<file path="config.mk">
export PLATFORM = sky130hd
export DESIGN_NAME = rri_queue
export DESIGN_NICKNAME = d
export VERILOG_FILES = /design/src/rtl/core/rri_pkg.sv /design/src/rtl/core/rri_queue.sv
export SDC_FILE = /design/constraint.sdc
export NUM_CORES = 2
export LEC_CHECK = 0
export BUFFER_PORTS_ARGS = -buffer_cell sky130_fd_sc_hd__buf_2
export CAP_MARGIN = 20
export CORE_MARGIN = 4
export CORE_UTILIZATION = 30
export DETAILED_ROUTE_END_ITERATION = 10
export PLACE_DENSITY = 0.51
export RECOVER_POWER = 100
export SLEW_MARGIN = 5
export SYNTH_ARGS = -nofsm -noshare
export SYNTH_HDL_FRONTEND = slang
export SYNTH_SLANG_ARGS = --single-unit
</file>
<file path="constraint.sdc">
create_clock -name clk -period 16.6 [get_ports clk]
set_input_delay 2.49 -clock clk [delete_from_list [all_inputs] [get_ports clk]]
set_output_delay 2.49 -clock clk [all_outputs]
set_load 0.05 [all_outputs]
</file>
<file path="src/rtl/core/rri_pkg.sv">
package rri_pkg;

	localparam int COORD_W   = 16;
	localparam int UNIT_W    = 16;
	localparam int DIST_W    = 24;
	localparam int EXT_W     = 16;
	localparam int ID_W      = 16;
	localparam int DIV_STEPS = 24;
	localparam int QDEPTH    = 8;
	localparam int QADDR_W   = 3;
	localparam int QCNT_W    = 4;
	localparam int PAR_LIMIT = 3;

	typedef logic [2:0][UNIT_W-1:0] vec_t;

	typedef enum logic [2:0] {
		REG_ENABLE   = 3'd0,
		REG_CENTER   = 3'd1,
		REG_NORMAL   = 3'd2,
		REG_AXIS_U   = 3'd3,
		REG_AXIS_V   = 3'd4,
		REG_HALF     = 3'd5,
		REG_OBJECT   = 3'd6,
		REG_MATERIAL = 3'd7
	} reg_e;

	typedef struct packed {
		logic             enable;
		vec_t             c;
		vec_t             n;
		vec_t             u;
		vec_t             v;
		logic [EXT_W-1:0] half_u;
		logic [EXT_W-1:0] half_v;
		logic [ID_W-1:0]  obj;
		logic [ID_W-1:0]  mat;
	} cfg_t;

	// One classified ray handed from the front end to the back end.
	typedef struct packed {
		logic              kill;
		logic [33:0]       num;
		logic [32:0]       den;
		vec_t              o;
		vec_t              d;
		vec_t              f;
		logic [DIST_W-1:0] near;
	} job_t;

endpackage

</file>
<file path="src/rtl/core/rri_queue.sv">
module rri_queue (
	input  logic                        clk,
	input  logic                        arst_n,
	input  logic                        push,
	input  rri_pkg::job_t               wdata,
	input  logic                        pop,
	output rri_pkg::job_t               rdata,
	output logic                        empty,
	output logic [rri_pkg::QCNT_W-1:0]  count
);
	import rri_pkg::*;

	job_t               mem [QDEPTH];
	logic [QADDR_W-1:0] wptr_q;
	logic [QADDR_W-1:0] rptr_q;
	logic [QCNT_W-1:0]  count_q;

	always_ff @(posedge clk or negedge arst_n) begin
		if (!arst_n) begin
			wptr_q  <= '0;
			rptr_q  <= '0;
			count_q <= '0;
		end else begin
			if (push) wptr_q <= wptr_q + 1'b1;
			if (pop) rptr_q <= rptr_q + 1'b1;
			if (push && !pop) count_q <= count_q + 1'b1;
			else if (pop && !push) count_q <= count_q - 1'b1;
		end
	end

	always_ff @(posedge clk) begin
		if (push) mem[wptr_q] <= wdata;
	end

	assign rdata = mem[rptr_q];
	assign empty = (count_q == '0);
	assign count = count_q;

endmodule

</file>
==> summary.txt <==
Post-synth EDFFs -> 1888
Switching share of power -> 0.364
Net Switching -> 0.00594 W
Std-Cell Rows -> 181
Num CTS Buffers -> 201
GPL Wtd Cong -> 0.676
1st-iter DRT viols -> 1964
Total GRT Usage -> 0.126
Starting Density -> 0.302
Fin nets -> 3640
Sequential share of the synthesized area -> 0.775
Total grt overflow -> 0
Pwr/cell area -> 192 nW/um2
Commonest register cell after synthesis -> edfxtp_1
Detail Route Antenna Nets -> 0
Logic pwr share -> 0.349
P_leak -> 27.1 nW
Worst Path Required -> 16920 ps
Max Cap Viol -> 48
Yosys warnings -> 0
Failing checks -> max-capacitance violations, max-slew violations
Post-Syn Instances -> 2787
Post-CTS Hold Buffers -> 0
Slew at the pin closest to its max-slew limit -> 7810 ps
Worst Slack Setup Final -> 5190 ps
Crit Path Class -> in2reg
Pin count of the biggest net entering global routing -> 152
Area grow syn2layout -> 15.7%
Fin. max-slew vios -> 1934
# DRC -> 0
Clock power frac -> 0.267
DRT Pass-1 Iters -> 6
Setup TNS Final -> 0 ps
FFs w/ async S/R, synth -> 0.00527
Vias -> 31771
Syn_nets -> 3033
Avg Cell Area, Syn -> 26.4 um2
WL/cell -> 24.0 um
Die W -> 503 um
Critical Path AT -> 11730 ps
Outcome -> finished with violations
CTS Buffer Depth -> 3
Hold WS -> 560 ps
Final Hold Vio Count -> 0
Fin crit period -> 11410 ps
Via density -> 4.69
Initial antenna violation count -> 40
Root buffer cell -> clkbuf_16
Worst Hold Class -> reg2reg
Skew final -> 44.0 ps
Setup Fix Bufs, Post-CTS -> 0
Post-cts sizing count -> 0
Startpoint Class -> primary input
Critical Path Sink Type -> flop
First-pass GRT wire length -> 234000 um
CTS clk-pin slew, worst paths -> 60 ps
Reg power frac -> 0.384
Routed WL -> 163000 um
RSZ-0062 raised after global routing -> false
Port-buffer cells -> 480
CTS Sinks -> 1898
Post-synthesis cell type count -> 30
Die footprint -> 253000 um2
Final worst path period share -> 0.688
Mapped Area -> 73500 um2
Vias in the first global route -> 33000
Dpl hpwl -> 88500 um
DIE HEIGHT -> 503 um
Crit-path max FO -> 45
# IOs -> 481
Max Fclk -> 0.0876 GHz
Core area -> 243000 um2
Relative max-transition margin -> -4.21
Layout cells sized above 1 -> 0.157
Number of synthesized register bits -> 1898
# setup viols final -> 0
P_int -> 0.0104 W
Pre-CTS WS -> 9350 ps
CTS tree -> yes
Htree depth -> 4
Worst skew pair latency -> 840 ps
Max IR drop VDD -> 0.000148 V
[sequential cells by signal (all words and copies together), names as in the netlist]
name,count
mem,1888
count,4
rptr_q,3
wptr_q,3
[cells in the final DEF (no fill, tap or decap), types with 4 or more instances in the layout]
cell,synthesis,layout
buf_2,10,8
edfxtp_1,1888,1888
clkinvlp_4,0,9
mux4_1,464,464
xnor2_1,4,4
mux2_2,239,239
clkbuf_16,0,202
clkinv_1,0,42
diode_2,0,17
nand2_1,6,6
ha_1,5,5
clkinv_2,0,38
buf_12,0,7
mux4_2,8,8
inv_6,0,6
clkbuf_1,35,553
bufinv_16,0,20
buf_4,0,9
nor2_1,6,5
dfrtp_1,10,9
[metal layers]
layer  global-route usage  up-vias  part of all wire
met4               0.0327       40             0.020
met1                0.167    16968              0.44
li1                     -    13775                 -
met5                    0        -            0.0019
met3               0.0438      259             0.074
met2                0.198      729              0.47
[synthesized netlist by cell type, drive strengths merged (2+ instances only)]
cell / n / area [um2]
xnor2: 4 / 35.0
nor2: 6 / 22.5
nand2: 6 / 22.5
o211ai: 2 / 15.0
nand3: 2 / 10.0
inv: 2 / 7.51
a21oi: 2 / 10.0
ha: 5 / 62.6
mux2: 239 / 2690
buf: 77 / 748
xor2: 2 / 17.5
nand2b: 3 / 18.8
edfxtp: 1888 / 56700
dfrtp: 10 / 250
clkbuf: 56 / 420
nor3: 3 / 15.0
mux4: 472 / 12400
[layout make-up]
| class | count | area, um2 |
|---|---|---|
| Antenna cell | 17 | 42.5 |
| Clock buffer | 242 | 5200 |
| Clock inverter | 126 | 1280 |
| Fill cell | 22482 | 158000 |
| Inverter | 2 | 7.51 |
| Multi-Input combinational cell | 754 | 15400 |
| Sequential cell | 1898 | 56900 |
| Tap cell | 3202 | 4010 |
| Timing Repair Buffer | 537 | 2170 |
[critical path, cell delays in order]
cell and delay, ps:
clkbuf_1 240, nand2_1 170, nor2_1 1830, clkbuf_1 2070, clkbuf_1 2050, clkbuf_1 2720
[power groups by stage]
stage | Combinational, W | Clock [W] | Sequential, W
final | 0.00570 | 0.00437 | 0.00628
after global routing | 0.00602 | 0.00474 | 0.00634
after CTS | 0.00597 | 0.00453 | 0.00622
after detailed placement | 0.00595 | 0 | 0.00632
after global placement | 0.00595 | 0 | 0.00629
after floorplan | 0.00449 | 0 | 0.00646
[per-stage QoR]
step                      cell area, um2   util  instances  total power, W
after floorplan                    73500      -       2787          0.0109
after global placement             79400  0.326       6392          0.0122
after detailed placement           79400  0.326       6393          0.0123
after CTS                          85800  0.353       6761          0.0167
after global routing               85000  0.349       6763          0.0171
final                              85000  0.349       6778          0.0163
[path summary, 6_finish.rpt]
kind                           start          end  slack (ps)  cells past startpoint
hold reg to reg            wptr_q[1]    wptr_q[1]         560                      1
setup / recovery                push  mem[6][154]        5190                      6
hold / removal             wptr_q[1]    wptr_q[1]         560                      1
min in group asynchronous     arst_n    rptr_q[1]        1750                      1
setup reg to reg           wptr_q[0]  mem[6][154]        6630                      5
max in group asynchronous     arst_n    rptr_q[2]       14260                      1
[cells by family after synthesis]
family,after synthesis,share of synthesized area
AOI/OAI and AO/OA,6,0.000562
DFF,1898,0.775
and+or+nand+nor,24,0.00158
muxes,712,0.205
buffers and inverters,135,0.0160
xor gates and xnor gates,6,0.000715
adders and majority gates,6,0.00112
Power figures use the tool's default switching activity.
